$ cat src/rtl/fbsc_pkg.sv
// fbsc_pkg: constants and types shared by the byte-stuffing codec
// no dependencies
package fbsc_pkg;

    localparam logic       DIR_ENCODE = 1'b0;
    localparam logic       DIR_DECODE = 1'b1;

    localparam logic [7:0] BYTE_FLAG  = 8'h7E;
    localparam logic [7:0] BYTE_END   = 8'h7D;
    localparam logic [7:0] BYTE_ESC   = 8'h7C;
    localparam logic [7:0] CODE_FLAG  = 8'h5E;
    localparam logic [7:0] CODE_END   = 8'h5D;
    localparam logic [7:0] CODE_ESC   = 8'h5C;
    localparam logic [7:0] BYTE_NONE  = 8'h00;

    // special byte and its escape code differ only in this bit
    localparam logic [7:0] CODE_XOR   = 8'h20;

    typedef struct packed {
        logic [7:0] byte0;
        logic       valid0;
        logic       eof0;
        logic       two;
        logic [7:0] byte1;
        logic       valid1;
        logic       eof1;
    } cmd_t;

    function automatic logic is_special(input logic [7:0] b);
        return (b == BYTE_FLAG) || (b == BYTE_END) || (b == BYTE_ESC);
    endfunction

    function automatic logic is_code(input logic [7:0] b);
        return (b == CODE_FLAG) || (b == CODE_END) || (b == CODE_ESC);
    endfunction

endpackage

$ cat src/rtl/fbsc_channels.sv
// fbsc channel interfaces: input items, result items and configuration writes
// no dependencies
interface fbsc_item_if;
    logic       valid;
    logic       ready;
    logic [7:0] data_byte;
    logic       frame_start;
    logic       frame_last;

    modport source (output valid, output data_byte, output frame_start,
                    output frame_last, input ready);
    modport sink   (input valid, input data_byte, input frame_start,
                    input frame_last, output ready);
endinterface

interface fbsc_result_if;
    logic       valid;
    logic       ready;
    logic [7:0] out_byte;
    logic       byte_valid;
    logic       end_of_frame;
    logic       last;

    modport source (output valid, output out_byte, output byte_valid,
                    output end_of_frame, output last, input ready);
    modport sink   (input valid, input out_byte, input byte_valid,
                    input end_of_frame, input last, output ready);
endinterface

interface fbsc_cfg_if;
    logic valid;
    logic ready;
    logic direction;

    modport source (output valid, output direction, input ready);
    modport sink   (input valid, input direction, output ready);
endinterface

$ cat src/rtl/fbsc_front.sv
// fbsc_front: accepts input bytes, holds direction and escape state,
// classifies each byte into a command of up to two results; uses fbsc_pkg
module fbsc_front
(
    input  logic               clk,
    input  logic               rst_n,
    fbsc_cfg_if.sink           cfg,
    fbsc_item_if.sink          item,
    input  logic               q_ready,
    output logic               q_push,
    output fbsc_pkg::cmd_t     q_cmd
);

    logic           direction_reg;
    logic           direction_next;
    logic           escape_pending_reg;
    logic           escape_pending_next;
    logic           produce;
    logic           escape_after;
    logic           accept;
    fbsc_pkg::cmd_t cmd;

    assign cfg.ready  = 1'b1;
    assign item.ready = q_ready;
    assign accept     = item.valid && item.ready;

    always_comb
    begin
        cmd          = '0;
        produce      = 1'b1;
        escape_after = escape_pending_reg;
        if (direction_reg == fbsc_pkg::DIR_ENCODE)
        begin
            cmd.byte0  = item.data_byte;
            cmd.valid0 = 1'b1;
            cmd.eof0   = item.frame_last;
            if (!item.frame_start && fbsc_pkg::is_special(item.data_byte))
            begin
                cmd.byte0  = fbsc_pkg::BYTE_ESC;
                cmd.eof0   = 1'b0;
                cmd.two    = 1'b1;
                cmd.byte1  = item.data_byte ^ fbsc_pkg::CODE_XOR;
                cmd.valid1 = 1'b1;
                cmd.eof1   = item.frame_last;
            end
        end
        else if (escape_pending_reg && fbsc_pkg::is_code(item.data_byte))
        begin
            cmd.byte0    = item.data_byte ^ fbsc_pkg::CODE_XOR;
            cmd.valid0   = 1'b1;
            escape_after = 1'b0;
        end
        else if (escape_pending_reg)
        begin
            // broken escape: give the escape byte, then treat the byte plainly
            cmd.byte0    = fbsc_pkg::BYTE_ESC;
            cmd.valid0   = 1'b1;
            escape_after = 1'b0;
            priority if (item.data_byte == fbsc_pkg::BYTE_END)
            begin
                cmd.two  = 1'b1;
                cmd.eof1 = 1'b1;
            end
            else if (item.data_byte == fbsc_pkg::BYTE_ESC)
            begin
                escape_after = 1'b1;
            end
            else
            begin
                cmd.two    = 1'b1;
                cmd.byte1  = item.data_byte;
                cmd.valid1 = 1'b1;
            end
        end
        else
        begin
            priority if (item.data_byte == fbsc_pkg::BYTE_END)
            begin
                cmd.eof0     = 1'b1;
                escape_after = 1'b0;
            end
            else if (item.data_byte == fbsc_pkg::BYTE_ESC)
            begin
                produce      = 1'b0;
                escape_after = 1'b1;
            end
            else
            begin
                cmd.byte0  = item.data_byte;
                cmd.valid0 = 1'b1;
            end
        end
    end

    assign q_push = accept && produce;
    assign q_cmd  = cmd;

    always_comb
    begin
        direction_next      = direction_reg;
        escape_pending_next = escape_pending_reg;
        if (cfg.valid && cfg.ready)
        begin
            direction_next      = cfg.direction;
            escape_pending_next = 1'b0;
        end
        else if (accept && direction_reg == fbsc_pkg::DIR_DECODE)
        begin
            escape_pending_next = escape_after;
        end
    end

    always_ff @(posedge clk or negedge rst_n)
    begin
        if (!rst_n)
        begin
            direction_reg      <= fbsc_pkg::DIR_ENCODE;
            escape_pending_reg <= 1'b0;
        end
        else
        begin
            direction_reg      <= direction_next;
            escape_pending_reg <= escape_pending_next;
        end
    end

`ifndef NO_ASSERTIONS
    a_escape_only_decode: assert property (@(posedge clk) disable iff (!rst_n)
        escape_pending_reg |-> direction_reg == fbsc_pkg::DIR_DECODE)
        else $error("escape pending while encoding");
`endif

endmodule

$ cat src/rtl/fbsc_queue.sv
// fbsc_queue: short register queue of commands between front and back
// uses fbsc_pkg
module fbsc_queue
#(
    parameter int DEPTH = 2
)
(
    input  logic           clk,
    input  logic           rst_n,
    input  logic           push,
    input  fbsc_pkg::cmd_t push_cmd,
    output logic           push_ready,
    input  logic           pop,
    output logic           head_valid,
    output fbsc_pkg::cmd_t head_cmd
);

    localparam int PTR_W = (DEPTH > 1) ? $clog2(DEPTH) : 1;
    localparam int CNT_W = $clog2(DEPTH + 1);

    fbsc_pkg::cmd_t   slot_reg [DEPTH];
    logic [PTR_W-1:0] wr_ptr_reg;
    logic [PTR_W-1:0] wr_ptr_next;
    logic [PTR_W-1:0] rd_ptr_reg;
    logic [PTR_W-1:0] rd_ptr_next;
    logic [CNT_W-1:0] count_reg;
    logic [CNT_W-1:0] count_next;
    logic             do_push;
    logic             do_pop;

    assign push_ready = count_reg != CNT_W'(DEPTH);
    assign head_valid = count_reg != '0;
    assign head_cmd   = slot_reg[rd_ptr_reg];
    assign do_push    = push && push_ready;
    assign do_pop     = pop && head_valid;

    always_comb
    begin
        wr_ptr_next = wr_ptr_reg;
        rd_ptr_next = rd_ptr_reg;
        count_next  = count_reg;
        if (do_push)
        begin
            wr_ptr_next = (wr_ptr_reg == PTR_W'(DEPTH - 1)) ? '0 : wr_ptr_reg + 1'b1;
        end
        if (do_pop)
        begin
            rd_ptr_next = (rd_ptr_reg == PTR_W'(DEPTH - 1)) ? '0 : rd_ptr_reg + 1'b1;
        end
        if (do_push && !do_pop)
        begin
            count_next = count_reg + 1'b1;
        end
        else if (do_pop && !do_push)
        begin
            count_next = count_reg - 1'b1;
        end
    end

    always_ff @(posedge clk or negedge rst_n)
    begin
        if (!rst_n)
        begin
            wr_ptr_reg <= '0;
            rd_ptr_reg <= '0;
            count_reg  <= '0;
        end
        else
        begin
            wr_ptr_reg <= wr_ptr_next;
            rd_ptr_reg <= rd_ptr_next;
            count_reg  <= count_next;
        end
    end

    always_ff @(posedge clk)
    begin
        if (do_push)
        begin
            slot_reg[wr_ptr_reg] <= push_cmd;
        end
    end

`ifndef NO_ASSERTIONS
    a_count_bound: assert property (@(posedge clk) disable iff (!rst_n)
        count_reg <= CNT_W'(DEPTH))
        else $error("queue count beyond depth");
`endif

endmodule

$ cat src/rtl/fbsc_back.sv
// fbsc_back: walks the head command result by result into the output register
// uses fbsc_pkg and the result channel interface
module fbsc_back
(
    input  logic           clk,
    input  logic           rst_n,
    input  logic           head_valid,
    input  fbsc_pkg::cmd_t head_cmd,
    output logic           pop,
    fbsc_result_if.source  result
);

    logic       out_valid_reg;
    logic       out_valid_next;
    logic [7:0] out_byte_reg;
    logic       byte_valid_reg;
    logic       eof_reg;
    logic       last_reg;
    logic       sub_reg;
    logic       sub_next;
    logic       load;
    logic       take;
    logic [7:0] sel_byte;
    logic       sel_valid;
    logic       sel_eof;
    logic       sel_last;

    assign load = !out_valid_reg || result.ready;
    assign take = load && head_valid;

    always_comb
    begin
        if (sub_reg)
        begin
            sel_byte  = head_cmd.byte1;
            sel_valid = head_cmd.valid1;
            sel_eof   = head_cmd.eof1;
            sel_last  = 1'b1;
        end
        else
        begin
            sel_byte  = head_cmd.byte0;
            sel_valid = head_cmd.valid0;
            sel_eof   = head_cmd.eof0;
            sel_last  = !head_cmd.two;
        end
    end

    always_comb
    begin
        out_valid_next = out_valid_reg;
        sub_next       = sub_reg;
        pop            = 1'b0;
        if (load)
        begin
            out_valid_next = head_valid;
        end
        if (take)
        begin
            if (!sub_reg && head_cmd.two)
            begin
                sub_next = 1'b1;
            end
            else
            begin
                sub_next = 1'b0;
                pop      = 1'b1;
            end
        end
    end

    always_ff @(posedge clk or negedge rst_n)
    begin
        if (!rst_n)
        begin
            out_valid_reg <= 1'b0;
            sub_reg       <= 1'b0;
        end
        else
        begin
            out_valid_reg <= out_valid_next;
            sub_reg       <= sub_next;
        end
    end

    always_ff @(posedge clk)
    begin
        if (take)
        begin
            out_byte_reg   <= sel_byte;
            byte_valid_reg <= sel_valid;
            eof_reg        <= sel_eof;
            last_reg       <= sel_last;
        end
    end

    assign result.valid        = out_valid_reg;
    assign result.out_byte     = out_byte_reg;
    assign result.byte_valid   = byte_valid_reg;
    assign result.end_of_frame = eof_reg;
    assign result.last         = last_reg;

`ifndef NO_ASSERTIONS
    a_pair_head_held: assert property (@(posedge clk) disable iff (!rst_n)
        sub_reg |-> head_valid && head_cmd.two)
        else $error("second result without its command");

    a_pair_after_first: assert property (@(posedge clk) disable iff (!rst_n)
        sub_reg |-> out_valid_reg && !last_reg)
        else $error("second result pending without first on output");

    a_pop_completes: assert property (@(posedge clk) disable iff (!rst_n)
        pop |=> out_valid_reg && last_reg)
        else $error("command retired without final result");
`endif

endmodule

$ cat src/rtl/frame_byte_stuffing_codec_core.sv
// frame_byte_stuffing_codec_core: top level of the byte-stuffing codec
// uses fbsc_pkg, fbsc channel interfaces, fbsc_front, fbsc_queue, fbsc_back
//
// Escapes (direction 0) or unescapes (direction 1) a frame byte stream. Each
// input transfer is classified at once into zero, one or two results and
// placed in a queue of QUEUE_DEPTH commands; the output register drains one
// result transfer per cycle unless result.ready holds it. A byte that gives
// two results (an escape pair, or a broken escape not followed by another
// escape) holds the single output register for both in turn, while the queue
// takes further bytes until it is full. The first result of a byte goes
// through the queue register and then the output register. The direction
// write also clears the decode escape state; write it only while idle.
module frame_byte_stuffing_codec_core
#(
    parameter int QUEUE_DEPTH = 2
)
(
    input  logic          clk,
    input  logic          rst_n,
    fbsc_cfg_if.sink      cfg,
    fbsc_item_if.sink     item,
    fbsc_result_if.source result
);

    logic           q_push;
    logic           q_ready;
    logic           q_pop;
    logic           q_head_valid;
    fbsc_pkg::cmd_t q_push_cmd;
    fbsc_pkg::cmd_t q_head_cmd;

    fbsc_front u_front
    (
        .clk     (clk),
        .rst_n   (rst_n),
        .cfg     (cfg),
        .item    (item),
        .q_ready (q_ready),
        .q_push  (q_push),
        .q_cmd   (q_push_cmd)
    );

    fbsc_queue
    #(
        .DEPTH (QUEUE_DEPTH)
    )
    u_queue
    (
        .clk        (clk),
        .rst_n      (rst_n),
        .push       (q_push),
        .push_cmd   (q_push_cmd),
        .push_ready (q_ready),
        .pop        (q_pop),
        .head_valid (q_head_valid),
        .head_cmd   (q_head_cmd)
    );

    fbsc_back u_back
    (
        .clk        (clk),
        .rst_n      (rst_n),
        .head_valid (q_head_valid),
        .head_cmd   (q_head_cmd),
        .pop        (q_pop),
        .result     (result)
    );

endmodule
$ cat src/flat_wrapper.sv
// flat-port wrapper written by rule: the top's interface ports become plain ports
module frame_byte_stuffing_codec_core_flat 
#(
    parameter int QUEUE_DEPTH = 2
)
  (clk, rst_n, cfg_valid, cfg_direction, cfg_ready, item_valid, item_data_byte, item_frame_start, item_frame_last, item_ready, result_valid, result_out_byte, result_byte_valid, result_end_of_frame, result_last, result_ready);
  fbsc_cfg_if cfg_i ();
  fbsc_item_if item_i ();
  fbsc_result_if result_i ();
  input  logic clk;
  input  logic rst_n;
  input wire logic [$bits(cfg_i.valid)-1:0] cfg_valid;
  input wire logic [$bits(cfg_i.direction)-1:0] cfg_direction;
  output wire logic [$bits(cfg_i.ready)-1:0] cfg_ready;
  input wire logic [$bits(item_i.valid)-1:0] item_valid;
  input wire logic [$bits(item_i.data_byte)-1:0] item_data_byte;
  input wire logic [$bits(item_i.frame_start)-1:0] item_frame_start;
  input wire logic [$bits(item_i.frame_last)-1:0] item_frame_last;
  output wire logic [$bits(item_i.ready)-1:0] item_ready;
  output wire logic [$bits(result_i.valid)-1:0] result_valid;
  output wire logic [$bits(result_i.out_byte)-1:0] result_out_byte;
  output wire logic [$bits(result_i.byte_valid)-1:0] result_byte_valid;
  output wire logic [$bits(result_i.end_of_frame)-1:0] result_end_of_frame;
  output wire logic [$bits(result_i.last)-1:0] result_last;
  input wire logic [$bits(result_i.ready)-1:0] result_ready;
  assign cfg_i.valid = cfg_valid;
  assign cfg_i.direction = cfg_direction;
  assign cfg_ready = cfg_i.ready;
  assign item_i.valid = item_valid;
  assign item_i.data_byte = item_data_byte;
  assign item_i.frame_start = item_frame_start;
  assign item_i.frame_last = item_frame_last;
  assign item_ready = item_i.ready;
  assign result_valid = result_i.valid;
  assign result_out_byte = result_i.out_byte;
  assign result_byte_valid = result_i.byte_valid;
  assign result_end_of_frame = result_i.end_of_frame;
  assign result_last = result_i.last;
  assign result_i.ready = result_ready;
  frame_byte_stuffing_codec_core #(.QUEUE_DEPTH(QUEUE_DEPTH)) u_core (.clk(clk), .rst_n(rst_n), .cfg(cfg_i), .item(item_i), .result(result_i));
endmodule
$ cat config.mk
export PLATFORM = sky130hd
export DESIGN_NAME = frame_byte_stuffing_codec_core_flat
export DESIGN_NICKNAME = d
export VERILOG_FILES = /design/src/rtl/fbsc_pkg.sv /design/src/rtl/fbsc_channels.sv /design/src/rtl/fbsc_front.sv /design/src/rtl/fbsc_queue.sv /design/src/rtl/fbsc_back.sv /design/src/rtl/frame_byte_stuffing_codec_core.sv /design/src/flat_wrapper.sv
export SDC_FILE = /design/constraint.sdc
export NUM_CORES = 1
export LEC_CHECK = 0
export ABC_AREA = 1
export BUFFER_PORTS_ARGS = -buffer_cell sky130_fd_sc_hd__clkbuf_2
export CORE_MARGIN = 10
export CORE_UTILIZATION = 58
export DETAILED_ROUTE_END_ITERATION = 7
export PLACE_DENSITY_LB_ADDON = 0.12
export SETUP_SLACK_MARGIN = 0.1
export SYNTH_ARGS = -nofsm -noshare
export SYNTH_HDL_FRONTEND = slang
export SYNTH_HIERARCHICAL = 1
export SYNTH_SLANG_ARGS = --single-unit
$ cat constraint.sdc
create_clock -name clk -period 2.4 [get_ports clk]
set_input_delay 0.36 -clock clk [delete_from_list [all_inputs] [get_ports clk]]
set_output_delay 0.36 -clock clk [all_outputs]
set_load 0.05 [all_outputs]
==> flow_summary.json <==
{
  "crit_slowest_cell": "dfrtp_1",
  "overflow": 0,
  "synthDominantCellAreaShare_pct": 58.2,
  "criticalPathCategory": "register to register",
  "port_buffers": 28,
  "rows": 24,
  "vias_per_cell": 5.00,
  "clock_latency_ns": 0.33,
  "crit_arrival_ns": 1.89,
  "clk_path_buf_depth": 2,
  "power_density_nw_per_um2": 1290,
  "synth_area_leaders": "edfxtp_1 (58%), nand2_1 (17%), dfrtp_1 (7.3%)",
  "detailedRoute.firstIterationViolations": 137,
  "grt_max_degree": 22,
  "first_pass_iters": 4,
  "antenna_found_initial": 0,
  "areaGrowthSynthToFinish_pct": 13.5,
  "n_fill_cell": 331,
  "drive_gt1_share_pct": 19.0,
  "start_util_pct": 61.2,
  "critPathMaxStageDelay_ns": 0.40,
  "n_antenna_cell": 0,
  "hp-class": "input port to register",
  "finalCritPeriodShare_pct": 69.4,
  "core_area_um2": 4470,
  "syn_nets": 295,
  "whs_ns": 0.248,
  "dpl_cell_area_um2": 2920,
  "period_minus_slack_ns": 1.67,
  "die_w_um": 88.7,
  "crit_path_max_fanout": 6,
  "syn_avg_cell_area_um2": 9.84,
  "vias": 1864,
  "hold_violations": 0,
  "track_usage_pct": 14.1,
  "status": "completed",
  "grt_pass1_vias": 1835,
  "cp-start-kind": "register",
  "cts_tree": "yes",
  "io_pins": 30,
  "synth-xor-area-share_pct": 0.640,
  "p_leak_nw": 1.47,
  "rrSetupSlack_ns": 0.73,
  "numClockSinks": 61,
  "tns_ns": 0,
  "routabilityCongestion": 0.934,
  "synth_fa_ha_area_share_pct": 0.457,
  "drv_cap": 0,
  "end_kind": "register",
  "post_cts_resize_count": 0,
  "setup_viol": 0,
  "ff_latch_area_um2": 1790,
  "drc": 0,
  "fin_skew_ns": 0.00700,
  "rsz0062_at_grt": "false",
  "postSynthCellCount": 278,
  "root_buffer": "clkbuf_8",
  "synth_compound_area_share_pct": 3.20,
  "htree_levels": 3,
  "nNetsFinal": 333,
  "path_cells": "inv_2 -> nor2_1 -> nand2_1 -> nand2_1 -> inv_1 -> nand2_2 -> inv_1 -> ha_1 -> inv_1 -> nand3_1 -> nand2_1 -> nand2_1",
  "critPathBufInv": 4,
  "cts.clk_slew.worst_paths_ns": 0.06,
  "muxShareOfSynthArea_pct": 0,
  "cts_buffers": 9,
  "cp_top_family": "simple AND/OR/NAND/NOR gates",
  "multi_input_area_um2": 768,
  "synth_cell_types": 23,
  "post-place-ws_ns": 0.383,
  "synth_top_area_cell": "edfxtp_1",
  "fin_ws_ns": 0.733,
  "dieArea_um2": 7870,
  "chipHeight_um": 88.7,
  "dp.final_hpwl_um": 3430,
  "fmax_ghz": 0.600,
  "fin_area_um2": 3110,
  "totalWireLength_um": 4930,
  "largest_reg_flops": 42,
  "synth_seq_cells": 61,
  "worst_ep_required_time_ns": 2.62,
  "synth_simple_gate_area_share_pct": 23.6,
  "grt_pass1_wl_um": 8340,
  "ys_seq_area_share_pct": 65.5,
  "ir_drop_mv": 0.730,
  "timing.final.max_slew_violations": 0,
  "final_antenna_net_count": 0,
  "ys_warn_count": 6,
  "syn_area_um2": 2740,
  "cpMostUsedCell": "nand2_1",
  "synth_top_family_by_area": "simple AND/OR/NAND/NOR gates",
  "detail_route.wl_per_cell_um": 13.2
}
==> logic make-up after synthesis <==
family          count (synthesis)
xor+xnor                        2
buf+inv                        37
simple gates                  159
other cells                     1
compound gates                 17
fa+ha+maj                       1
flops                          61
==> report_power, final <==
group / leakage (nW) / total, mW / internal, mW / switching, mW
combinational: 0.773 / 1.50 / 0.372 / 1.13
sequential: 0.596 / 1.68 / 1.59 / 0.0938
clock: 0.0972 / 0.835 / 0.468 / 0.367
==> area by class of cell <==
type / count / area share (%)
clock inverter: 6 / 1.73
multi-input combinational: 180 / 24.7
inverter: 30 / 3.62
tap: 52 / 2.09
sequential: 61 / 57.7
clock buffer: 10 / 4.11
timing repair buffer: 34 / 6.04
==> worst register-to-register path: cells and delay by family (launching register included) <==
kind,cells,cell delay (ns)
adders and majority gates,1,0.31
buffers and inverters,4,0.27
DFF,1,0.40
and+or+nand+nor,7,0.60
==> metrics by stage <==
stage	utilization [%]	power, mW	cells
2_1_floorplan	-	2.90	278
3_3_place_gp	65.2	3.20	356
3_5_place_dp	65.2	3.23	356
4_1_cts	69.4	4.07	373
5_1_grt	69.4	4.30	373
6_report	69.4	4.01	373
==> per-layer routing <==
metal / GRT usage, % / up-vias / part of all wire [%]
met5: 0 / - / 0
met3: 4.23 / 10 / 7.5
met4: 8.37 / 0 / 1.7
met1: 17.1 / 825 / 44
li1: - / 968 / -
met2: 21.7 / 61 / 47
==> timing repair <==
action,4_1_cts,5_1_grt
setup buffers,0,0
hold buffers,1,0
hold endpoints to repair,8,0
==> final timing paths <==
kind,startpoint,endpoint,depth (start not counted)
hold / removal,cfg_direction,u_core/u_front/direction_reg,3
setup / recovery,u_core/u_front/direction_reg,u_core/u_queue/count_reg[1],12
min in group asynchronous,rst_n,u_core/u_queue/count_reg[0],2
hold reg to reg,u_core/u_queue/count_reg[0],u_core/u_queue/count_reg[0],1
setup reg to reg,u_core/u_front/direction_reg,u_core/u_queue/count_reg[1],12
max in group asynchronous,rst_n,u_core/u_front/direction_reg,2
==> placed cells by master (no fill, tap or decap), drive strengths merged <==
cell type and instances:
a21oi 9, buf 5, bufinv 1, clkbuf 38, clkinv 5, conb 1
dfrtp 8, dlygate4sd3 1, edfxtp 53, ha 1, inv 30, nand2 132
nand3 8, nand4 2, nor2 16, nor3 1, o21a 1, o21ai 7
xnor2 1, xor2 1
==> Yosys cell counts, drive strengths merged <==
library cell,instances
nor2,16
o21a,1
xor2,1
ha,1
a21oi,9
dfrtp,8
nand3,8
nand2,132
conb,1
o21ai,7
buf,7
xnor2,1
nor3,1
edfxtp,53
inv,30
nand4,2
Power figures use the tool's default switching activity.
